===== src/rtl/core/gwn_pkg.sv =====
// ----------------------------------------------------------------------------
// gwn_pkg
// Shared types and constants of the grid window nearest code matcher:
// field widths, request codes and the control words of the distance unit.
// ----------------------------------------------------------------------------
package gwn_pkg;

    // fixed field widths
    localparam int REQ_BITS      = 2;
    localparam int COORD_BITS    = 13;
    localparam int OUT_CODE_BITS = 20;
    localparam int THR_BITS      = 8;
    localparam int SQ_BITS       = 2 * COORD_BITS;
    localparam int DIST_BITS     = SQ_BITS + 1;

    localparam logic [THR_BITS-1:0] THR_RESET = 8'd32;

    // parameter defaults
    localparam int GRID_WIDTH_DEF = 512;
    localparam int GRID_HEIGHT_DEF = 512;
    localparam int FRAC_BITS_DEF  = 4;
    localparam int MAX_RADIUS_DEF = 8;
    localparam int CODE_BITS_DEF  = 20;

    // request codes
    typedef enum logic [REQ_BITS-1:0] {
        REQ_LOAD  = 2'd0,
        REQ_QUERY = 2'd1,
        REQ_CLEAR = 2'd2
    } t_req;

    // distance unit operations
    typedef enum logic [1:0] {
        DOP_NONE,
        DOP_INIT,
        DOP_FIRST,
        DOP_SECOND
    } t_dist_op;

    typedef struct packed {
        t_dist_op              op;
        logic [COORD_BITS-1:0] a;
        logic [COORD_BITS-1:0] b;
    } t_dist_ctrl;

    typedef struct packed {
        logic hit;
    } t_dist_stat;

endpackage


===== src/rtl/core/gwn_dist_unit.sv =====
// ----------------------------------------------------------------------------
// gwn_dist_unit
// Shared absolute-difference squarer. Loads the squared threshold, then
// sums dx^2 and dy^2 over two steps and keeps the running best distance.
// ----------------------------------------------------------------------------
module gwn_dist_unit (
    input  logic                i_clk,
    input  logic                i_rst_n,
    input  gwn_pkg::t_dist_ctrl i_ctrl,
    output gwn_pkg::t_dist_stat o_stat
);
    import gwn_pkg::*;

    logic [COORD_BITS-1:0] diff;
    logic [SQ_BITS-1:0]    sq;
    logic [DIST_BITS-1:0]  sum;
    logic                  less;
    logic [SQ_BITS-1:0]    r_sq;
    logic [DIST_BITS-1:0]  r_best;

    // |a - b|^2, plus the partial sum of the second step
    always_comb begin
        diff = (i_ctrl.a > i_ctrl.b) ? (i_ctrl.a - i_ctrl.b) : (i_ctrl.b - i_ctrl.a);
        sq   = SQ_BITS'(diff) * SQ_BITS'(diff);
        sum  = {1'b0, r_sq} + {1'b0, sq};
        less = sum < r_best;
    end

    assign o_stat.hit = (i_ctrl.op == DOP_SECOND) && less;

    // partial square and best distance
    always_ff @(posedge i_clk) begin
        if (!i_rst_n) begin
            r_best <= '0;
        end else begin
            case (i_ctrl.op)
                DOP_INIT:   r_best <= {1'b0, sq};
                DOP_SECOND: if (less) begin
                    r_best <= sum;
                end
                default: ;
            endcase
        end
    end

    always_ff @(posedge i_clk) begin
        if (i_ctrl.op == DOP_FIRST) begin
            r_sq <= sq;
        end
    end

endmodule

===== config.mk =====
export PLATFORM = sky130hd
export DESIGN_NAME = gwn_dist_unit
export DESIGN_NICKNAME = d
export VERILOG_FILES = /design/src/rtl/core/gwn_pkg.sv /design/src/rtl/core/gwn_dist_unit.sv
export SDC_FILE = /design/constraint.sdc
export NUM_CORES = 1
export LEC_CHECK = 0
export CORE_MARGIN = 5
export CORE_UTILIZATION = 45
export DETAILED_ROUTE_END_ITERATION = 10
export DONT_BUFFER_PORTS = 1
export SYNTH_ARGS = -nofsm -noshare
export SYNTH_HDL_FRONTEND = slang
export SYNTH_SLANG_ARGS = --single-unit

===== constraint.sdc =====
create_clock -name i_clk -period 21.7 [get_ports i_clk]
set_clock_uncertainty 0.05 [all_clocks]
set_input_delay 4.34 -clock i_clk [delete_from_list [all_inputs] [get_ports i_clk]]
set_output_delay 4.34 -clock i_clk [all_outputs]
set_load 0.01 [all_outputs]

## Word level (Yosys, flattened, before mapping)

Index checks and enable logic that the tools add are counted.

| storage, ports and cells | value |
|---|---|
| logic and storage cells | 18 |
| register bits | 53 |
| output and inout port bits | 1 |
| input port bits | 30 |

| cells by class | value |
|---|---|
| multiplexer cells | 3 |
| equality and inequality tests | 4 |
| $lt $le $gt $ge | 2 |
| add/subtract/negate cells | 3 |
| reduce and logical (&&, ||, !) cells | 3 |
| $mul | 1 |

Operators with widths:

| cell | count |
|---|---|
| $pmux W27 S2 | 1 |
| $add A26 B26 Y27 | 1 |
| $lt A27 B27 Y1 | 1 |
| $mux W27 | 1 |
| $mul A13 B13 Y26 | 1 |
| $sub A13 B13 Y13 | 2 |
| $gt A13 B13 Y1 | 1 |
| $mux W13 | 1 |
| $eq A2 B2 Y1 const B | 2 |
| $eq A2 B1 Y1 const B | 1 |
| $ne A2 B2 Y1 const B | 1 |
| $reduce_and A2 Y1 | 1 |
| $reduce_bool A2 Y1 | 1 |
| $logic_and A1 B1 Y1 | 1 |

## Longest topological paths before layout

Gate-level depths: netlist (run 1).

| logic depth | value |
|---|---|
| word-level depth | 7 |
| depth in mapped cells | 51 |
| depth with buffers taken out | 48 |

## Worst setup path after synthesis (run 1)

No wires, ideal clock.

| timing path | value |
|---|---|
| path type | input port to output port |
| start | input port i_ctrl[8] (netlist bit) |
| end | output port o_stat |
| arrival | 13.762 ns |
| stages | 43 |
| path buffers | 2 |
| required time | 17.310 ns |
| path slack | 3.548 ns |
| cells stage by stage | inv_1 ha_1 buf_6 nand4_4 or3_4 o21ai_2 a21oi_2 mux2_4 o21ai_0 a21oi_1 or2_1 clkbuf_2 nor3_1 fa_1 fa_1 inv_1 fa_1 inv_1 [... 7 more ...] a31oi_1 o21bai_1 xor2_1 ha_1 a21o_1 a21o_1 a21o_1 o2111ai_1 nand3b_1 a21oi_1 xnor2_1 ha_1 nand4_1 nor3_1 or3_1 inv_1 o211ai_1 nor2_1 |

| on the way | value |
|---|---|
| longest elaborated chain between the ends | 6 |
| elaborated cells on any way between the ends | 8 |
| those cells by class | add/sub: 3; mul: 1; order compare: 2; mux: 1; reduce/logical: 1 |

Ends and longest elaborated chain:

| what | line | source |
|---|---|---|
| from (decl) | gwn_dist_unit.sv:9 | `input gwn_pkg::t_dist_ctrl i_ctrl,` |
| $sub A13 B13 Y13 / $gt A13 B13 Y1 (equally long branches) | gwn_dist_unit.sv:23 | `diff = (i_ctrl.a > i_ctrl.b) ? (i_ctrl.a - i_ctrl.b) : (i_ctrl.b - i_ctrl.a);` |
| $mux W13 * | gwn_dist_unit.sv:23 |  |
| $mul A13 B13 Y26 * | gwn_dist_unit.sv:24 | `sq = SQ_BITS'(diff) * SQ_BITS'(diff);` |
| named net sq[18] | gwn_dist_unit.sv:15 | `logic [SQ_BITS-1:0] sq;` |
| $add A26 B26 Y27 * | gwn_dist_unit.sv:25 | `sum = {1'b0, r_sq} + {1'b0, sq};` |
| $lt A27 B27 Y1 * | gwn_dist_unit.sv:26 | `less = sum < r_best;` |
| $logic_and A1 B1 Y1 * | gwn_dist_unit.sv:29 | `assign o_stat.hit = (i_ctrl.op == DOP_SECOND) && less;` |
| to (decl) | gwn_dist_unit.sv:10 | `output gwn_pkg::t_dist_stat o_stat` |

Mark *: on every way through the listed nets, which the timed path passes. The rest lies on a longest branch.

## Final worst setup path (run 1)

Same ends and word-level chain as after synthesis.

==> results of run 1 <==
==> state kept, by name, indices dropped and copies added, names as in the netlist <==
name and count:
r_best 27, r_sq 25
==> worst max-delay path: cells and delay by family <==
family                   cells  cell delay [ns]
adder cells (fa/ha/maj)      9             4.15
AND/OR/NAND/NOR             12             2.46
AO/OA/AOI/OAI               10             2.34
XOR/XNOR                     3             1.20
multiplexers                 1             0.42
buffers and inverters        6             0.27
==> cell usage after synthesis, types with 3 or more instances <==
cell	count	area share
mux2_2	3	0.0035
o21ai_0	41	0.021
dfxtp_1	27	0.056
o21bai_1	7	0.0055
and3_1	8	0.0052
and2_1	7	0.0045
edfxtp_1	25	0.078
fa_1	99	0.21
a41oi_1	3	0.0027
xor2_1	22	0.020
a311oi_1	9	0.0082
nor3_1	24	0.012
or2_2	6	0.0039
o21a_1	12	0.0093
nand3_1	15	0.0078
ha_1	145	0.19
inv_1	229	0.089
nor2b_1	9	0.0058
nor2_1	82	0.032
or3_1	18	0.012
nand2b_1	20	0.013
o211ai_1	9	0.0070
a21o_1	27	0.021
a31oi_1	15	0.0097
a211o_1	3	0.0027
clkbuf_1	19	0.0074
a211oi_1	13	0.010
a21oi_1	49	0.025
mux2i_1	14	0.015
nand2_1	75	0.029
buf_2	8	0.0042
xnor2_1	30	0.027
nand4_1	8	0.0052
buf_4	3	0.0023
==> worst max-delay path by stage <==
stage	endpoint	depth (start not counted)
floorplan	o_stat	43
global placement	o_stat	41
detailed placement	o_stat	41
CTS	o_stat	41
global route	o_stat	41
finish	o_stat	41
==> layer usage <==
metal / up-vias / GRT usage / share of wire / wire, um
met5: - / 0 / 0 / 0
met4: 0 / 0.0368 / 0.014 / 278
met3: 23 / 0.0127 / 0.026 / 536
met2: 113 / 0.294 / 0.47 / 9660
met1: 3386 / 0.241 / 0.49 / 9930
li1: 3685 / - / - / -
==> metrics by stage <==
stage | std cells | worst slack, ns
after CTS | 1388 | 2.10
after global routing | 1388 | 1.18
after global placement | 1380 | 2.33
after detailed placement | 1380 | 2.12
after floorplan | 1131 | 3.55
final | 1388 | 2.11
==> kinds of logic (layout without fill, tap and decap cells) <==
group	count (synthesis)	in the layout	synth area share
flops	52	52	0.134
simple gates	284	284	0.142
buf+inv	264	246	0.106
fa+ha+maj	244	244	0.394
xor+xnor	56	56	0.0563
compound gates	212	212	0.146
mux	19	19	0.0212
==> cell type report <==
type	count	area (um^2)	share of cell area
multi-input cells	815	7330	0.731
clock buffers	7	133	0.0132
inverters	232	876	0.0874
well taps	275	344	0.0343
flip-flops and latches	52	1290	0.129
repair buffers	6	45.0	0.00449
clock inverters	1	5.00	0.000499
==> impl_metrics.json, run 1 <==
{
  "cpPeakStageDelay_ns": 0.85,
  "synth.avg_cell_area_um2": 8.52,
  "die_area_mm2": 0.0245,
  "async_flop_share": 0,
  "layout_commonest_cell": "inv_1",
  "syn_to_final_growth_pct": 3.97,
  "ff2ff_setup_slack_ns": 16.84,
  "cpMostUsedCell": "inv_1",
  "synth_flop_cell": "dfxtp_1",
  "worstSetupPathType": "in2out",
  "gp_congestion": 0.877,
  "placement.io_buffers": 0,
  "synth_warnings": 0,
  "tns_ns": 0,
  "placed_cell_area_mm2": 0.00989,
  "required_ns": 17.31,
  "gr-usage-all-layers": 0.172,
  "ys_seq_area_frac": 0.134,
  "worstSetupStartpointType": "primary input",
  "numCtsBuffers": 5,
  "arrival_ns": 15.20,
  "worstReg2RegStart": "r_sq[3]",
  "tritoncts": "yes",
  "period_minus_slack_ns": 19.59,
  "fmax_mhz": 51.0,
  "r2r.worst_path.cells": 16,
  "drive_gt1_frac": 0.0395,
  "dp_hpwl_mm": 17.2,
  "routed_via_density": 5.19,
  "cts_root_buf": "clkbuf_16",
  "avgRoutedWirePerCell_um": 14.7,
  "vias": 7207,
  "clkTransAtPathRegs_ns": 0.07,
  "ys_types": 72,
  "min_to": "r_best[12]",
  "final_nets": 1386,
  "hold_viol": 0,
  "n_antenna_cell": 0,
  "finalCritPeriodShare": 0.903,
  "grt_pass1_wl_mm": 35.2,
  "hold_class": "reg2reg",
  "fp.dieW_um": 156,
  "ctsResizeCount": 0,
  "first_pass_iters": 5,
  "num-fill-cells": 2087,
  "routed_wl_mm": 20.4,
  "cts_sinks": 52,
  "syn_nets": 1405,
  "clk_latency_ns": 0.29,
  "antenna_found_initial": 0,
  "slowest_stage": "xor2_1",
  "reg2reg_to": "r_best[9]",
  "setup_viol": 0,
  "worstSetupEndpointType": "output port",
  "slew_headroom": 0.308,
  "fin_util": 0.475,
  "grt_pass1_vias": 7312,
  "grt_max_degree": 42,
  "synth_cells": 1131,
  "slew_viol_final": 0,
  "cts_buffer_depth": 2,
  "synth_area_mm2": 0.00964,
  "max_cap_violations": 0,
  "synth_edf_count": 25,
  "whs_ns": 0.447,
  "worstSetupStartpoint": "i_ctrl[8]",
  "grt-ovfl-total": 0,
  "grt_setup_unrepaired": "false",
  "layout_common_cells": "229 x inv_1, 145 x ha_1, 99 x fa_1",
  "tightest_slew_ns": 1.03,
  "design_area_mm2": 0.0100,
  "htreeDepth": 2,
  "core_area_mm2": 0.0211,
  "die_height_um": 156,
  "final_antenna_net_count": 0,
  "dr.first_iter.drc_count": 276,
  "synth_seq_cells": 52,
  "drc": 0,
  "io_pins": 31,
  "hold_path_depth": 2,
  "cts_setup_buffers": 0,
  "start_util": 0.457,
  "status": "finished clean",
  "min-delay-start": "r_best[12]",
  "ctsHoldBuffers": 0,
  "crit_path_max_fanout": 13,
  "row_count": 53
}
Power of run 1 is left out: the tool's default activity adds up to more than one toggle a clock period on the data nets, which glitch-free logic cannot reach.
==> run 2, diff against run 1 <==
Settings changed: RECOVER_POWER set to 100.
==> run 2 against run 1 <==
Final cell count is the same. Register-to-register slack lost 1.2 ns. Maximum frequency shrank 2.5%. Routed wire length grew 0.12%. Clock-buffer cell count is the same. Flip-flop and latch count is the same. Die area is the same. Critical endpoint unchanged. The flow now finishes with violations (capacitance limit, slew limit). Core utilization shrank 0.17 points. Sequential share of layout area is essentially flat. Hold slack is essentially flat. Non-clock buffer count is the same. Cell area shrank 0.35%.
==> impl_metrics.json, run 2 (synthesized netlist as in run 1, its figures left out) <==
{
  "grt_setup_unrepaired": "false",
  "tns_ns": 0,
  "ctsHoldBuffers": 0,
  "arrival_ns": 15.71,
  "max_cap_violations": 1,
  "grt_max_degree": 42,
  "die_height_um": 156,
  "hold_viol": 0,
  "drc": 0,
  "timing.final.ws_setup_ns": 1.60,
  "period_minus_slack_ns": 20.10,
  "dp_slack_ns": 2.12,
  "die_area_mm2": 0.0245,
  "largest_reg_flops": 27,
  "final_nets": 1386,
  "num-fill-cells": 2097,
  "cts_root_buf": "clkbuf_16",
  "clk_latency_ns": 0.29,
  "avgRoutedWirePerCell_um": 14.7,
  "tritoncts": "yes",
  "ctsResizeCount": 0,
  "n_antenna_cell": 0,
  "final_antenna_net_count": 0,
  "status": "finished with violations",
  "start_util": 0.457,
  "core_area_mm2": 0.0211,
  "slowest_stage": "xor2_1",
  "hold_class": "reg2reg",
  "slew_viol_final": 42,
  "routed_wl_mm": 20.4,
  "vias": 7191,
  "htreeDepth": 2,
  "setup_viol": 0,
  "slew_headroom": -0.139,
  "layout_common_cells": "229 x inv_1, 145 x ha_1, 99 x fa_1",
  "clkTransAtPathRegs_ns": 0.07,
  "required_ns": 17.31,
  "first_pass_iters": 5,
  "fp.dieW_um": 156,
  "drive_gt1_frac": 0.0341,
  "grt_pass1_wl_mm": 35.2,
  "cpPeakStageDelay_ns": 0.85,
  "numCtsBuffers": 5,
  "antenna_found_initial": 0,
  "grt_pass1_vias": 7312,
  "finalCritPeriodShare": 0.926,
  "cts_sinks": 52,
  "violations": "capacitance limit, slew limit",
  "dr.first_iter.drc_count": 296,
  "tightest_slew_ns": 1.71,
  "dp_hpwl_mm": 17.2,
  "worstSetupStartpointType": "primary input",
  "cpMostUsedCell": "inv_1",
  "largest_register": "r_best",
  "gr-usage-all-layers": 0.172,
  "grt-ovfl-total": 0,
  "routed_via_density": 5.18,
  "cts_buffer_depth": 2,
  "fmax_mhz": 49.8,
  "final_cells": 1388,
  "reg_top3": "r_best: 27 flops, r_sq: 25 flops",
  "worstSetupEndpointType": "output port",
  "worstSetupPathType": "in2out",
  "row_count": 53,
  "placement.io_buffers": 0,
  "syn_to_final_growth_pct": 3.61,
  "io_pins": 31,
  "place_inst": 1380,
  "cts_setup_buffers": 0,
  "gp_congestion": 0.877,
  "crit_path_max_fanout": 13,
  "layout_commonest_cell": "inv_1"
}
## run 2: worst paths after layout
path	startpoint	to	slack [ns]	depth (start not counted)
worst max-delay path	i_ctrl[8]	o_stat	1.60	41
worst min-delay path	r_best[12]	r_best[12]	0.45	2
worst max register to register	r_sq[3]	r_best[3]	15.64	16
worst min register to register	r_best[12]	r_best[12]	0.45	2
## run 2: area by class of cell
type / instances / area, um^2 / area share
clock inverters: 1 / 5.00 / 0.000501
clock buffers: 7 / 133 / 0.0133
inverters: 232 / 876 / 0.0877
multi-input cells: 815 / 7300 / 0.731
repair buffers: 6 / 37.5 / 0.00376
flip-flops and latches: 52 / 1290 / 0.129
well taps: 275 / 344 / 0.0344
## run 2: worst max-delay path: cells and delay by family
family                   cells  cell delay (ns)
AO/OA/AOI/OAI               10             2.65
XOR/XNOR                     3             1.20
adder cells (fa/ha/maj)      9             4.12
buffers and inverters        6             0.27
multiplexers                 1             0.44
AND/OR/NAND/NOR             12             2.67
## run 2: metal layers
layer / share of wire / track usage
met5: 0 / 0
met4: 0.012 / 0.0368
met3: 0.025 / 0.0127
met2: 0.47 / 0.294
met1: 0.49 / 0.241
## run 2: through the flow
stage	hold slack [ns]	cell area (um^2)	util
2_1_floorplan	0.418	9640	-
3_3_place_gp	0.435	9890	0.469
3_5_place_dp	0.436	9890	0.469
4_1_cts	0.451	10000	0.475
5_1_grt	0.461	9990	0.474
6_report	0.448	9990	0.474
Power of run 2 is left out for the same reason.
==> run 3, diff against run 2 <==
Settings changed: BUFFER_PORTS_ARGS set to -buffer_cell sky130_fd_sc_hd__buf_2, DONT_BUFFER_PORTS 1 to unset, SKIP_LAST_GASP set to 1.
==> run 3 against run 2 <==
The run still ends with capacitance limit, slew limit left. First-iteration DRC count increased by 7.8%. Die area unchanged. Maximum frequency decreased by 0.13%. Critical path depth increased by 1. Via count increased by 1.7%. Routed wire length increased by 0.36%. Global-route usage increased by 0.057 points. Flip-flop and latch count unchanged. Non-clock buffer count increased by 30. Critical endpoint unchanged. Sequential share of layout area decreased by 0.18 points. Highest routed layer unchanged.
==> impl_metrics.json, run 3 (synthesized netlist as in run 1, its figures left out) <==
{
  "tritoncts": "yes",
  "worstSetupPathType": "in2out",
  "placed_cell_area_mm2": 0.0100,
  "avgRoutedWirePerCell_um": 14.5,
  "r2r.worst_path.cells": 16,
  "gp_congestion": 0.823,
  "clk_latency_ns": 0.29,
  "core_area_mm2": 0.0211,
  "crit_path_max_fanout": 13,
  "grt-ovfl-total": 0,
  "numCtsBuffers": 5,
  "arrival_ns": 15.74,
  "routed_wl_mm": 20.5,
  "fmax_mhz": 49.7,
  "required_ns": 17.31,
  "final_nets": 1416,
  "cts_sinks": 52,
  "largest_register": "r_best",
  "cts_buffer_depth": 2,
  "fp.dieW_um": 156,
  "slew_viol_final": 26,
  "layout_common_cells": "229 x inv_1, 145 x ha_1, 99 x fa_1",
  "worstSetupEndpointType": "output port",
  "critical_path.top_delay_family": "adder cells",
  "setup_viol": 0,
  "htreeDepth": 2,
  "drc": 0,
  "grt_setup_unrepaired": "false",
  "start_util": 0.457,
  "hold_class": "reg2reg",
  "first_pass_iters": 4,
  "grt_max_degree": 36,
  "worstSetupStartpointType": "primary input",
  "routed_via_density": 5.16,
  "status": "finished with violations",
  "cpMostUsedCell": "fa_1",
  "ctsHoldBuffers": 0,
  "fin_util": 0.480,
  "max_cap_violations": 1,
  "cpPeakStageDelay_ns": 0.83,
  "gr-usage-all-layers": 0.173,
  "cp_num_buf_inv": 7,
  "drive_gt1_frac": 0.0542,
  "grt_pass1_vias": 7419,
  "cts_root_buf": "clkbuf_16",
  "violations": "capacitance limit, slew limit",
  "placement.io_buffers": 30,
  "hold_path_depth": 2,
  "slowest_stage": "xnor2_1",
  "vias": 7310,
  "layout_commonest_cell": "inv_1",
  "syn_to_final_growth_pct": 5.05,
  "row_count": 53,
  "largest_reg_flops": 27,
  "dr.first_iter.drc_count": 319,
  "finalCritPeriodShare": 0.927,
  "die_height_um": 156,
  "design_area_mm2": 0.0101,
  "grt_pass1_wl_mm": 35.5,
  "cts_setup_buffers": 0,
  "whs_ns": 0.450,
  "cp.depth": 42,
  "final_antenna_net_count": 0,
  "slew_headroom": -0.0177,
  "reg_top3": "r_best: 27 flops, r_sq: 25 flops",
  "io_pins": 31,
  "antenna_found_initial": 0,
  "period_minus_slack_ns": 20.13,
  "tns_ns": 0,
  "tightest_slew_ns": 1.53,
  "hold_viol": 0,
  "dp_hpwl_mm": 17.3,
  "n_antenna_cell": 0,
  "die_area_mm2": 0.0245,
  "clkTransAtPathRegs_ns": 0.07,
  "ctsResizeCount": 0
}
run 3: path summary, 6_finish.rpt:
| kind | to | slack [ns] | from |
|---|---|---|---|
| min reg2reg | r_best[9] | 0.45 | r_best[9] |
| max reg2reg | r_best[15] | 15.40 | r_sq[3] |
| min | r_best[9] | 0.45 | r_best[9] |
| max | o_stat | 1.57 | i_ctrl[8] |
run 3: worst register-to-register path: stages (launching register included):
cell and delay, ns:
edfxtp_1 0.37, ha_1 0.35, a211oi_1 0.36, o21ai_0 0.15
a21o_1 0.22, a21oi_1 0.23, o21bai_1 0.12, xor2_1 0.21
ha_1 0.28, a2111oi_0 0.74, nand2b_1 0.11, a31oi_1 0.27
o211ai_1 0.20, o21ai_0 1.02, clkbuf_1 1.14, o21ai_0 0.21
a31oi_1 0.20
run 3: layout make-up:
class	instances	area [um^2]
well taps	275	344
fillers	2086	11000
repair buffers	36	184
flip-flops and latches	52	1290
clock inverters	3	37.5
multi-input cells	815	7270
clock buffers	5	125
inverters	232	876
run 3: layer usage:
| metal | vias to the layer above | GRT usage | wire length [um] |
|---|---|---|---|
| met4 | 0 | 0.0306 | 233 |
| met3 | 19 | 0.00996 | 452 |
| met5 | - | 0 | 0 |
| li1 | 3754 | - | - |
| met2 | 86 | 0.298 | 9680 |
| met1 | 3451 | 0.244 | 10100 |
run 3: stage by stage:
| stage | cells | setup slack [ns] |
|---|---|---|
| after CTS | 1418 | 1.92 |
| after global placement | 1410 | 2.24 |
| after floorplan | 1131 | 3.55 |
| after global routing | 1418 | 0.586 |
| after detailed placement | 1410 | 1.92 |
| final | 1418 | 1.57 |
Power of run 3 is left out for the same reason.
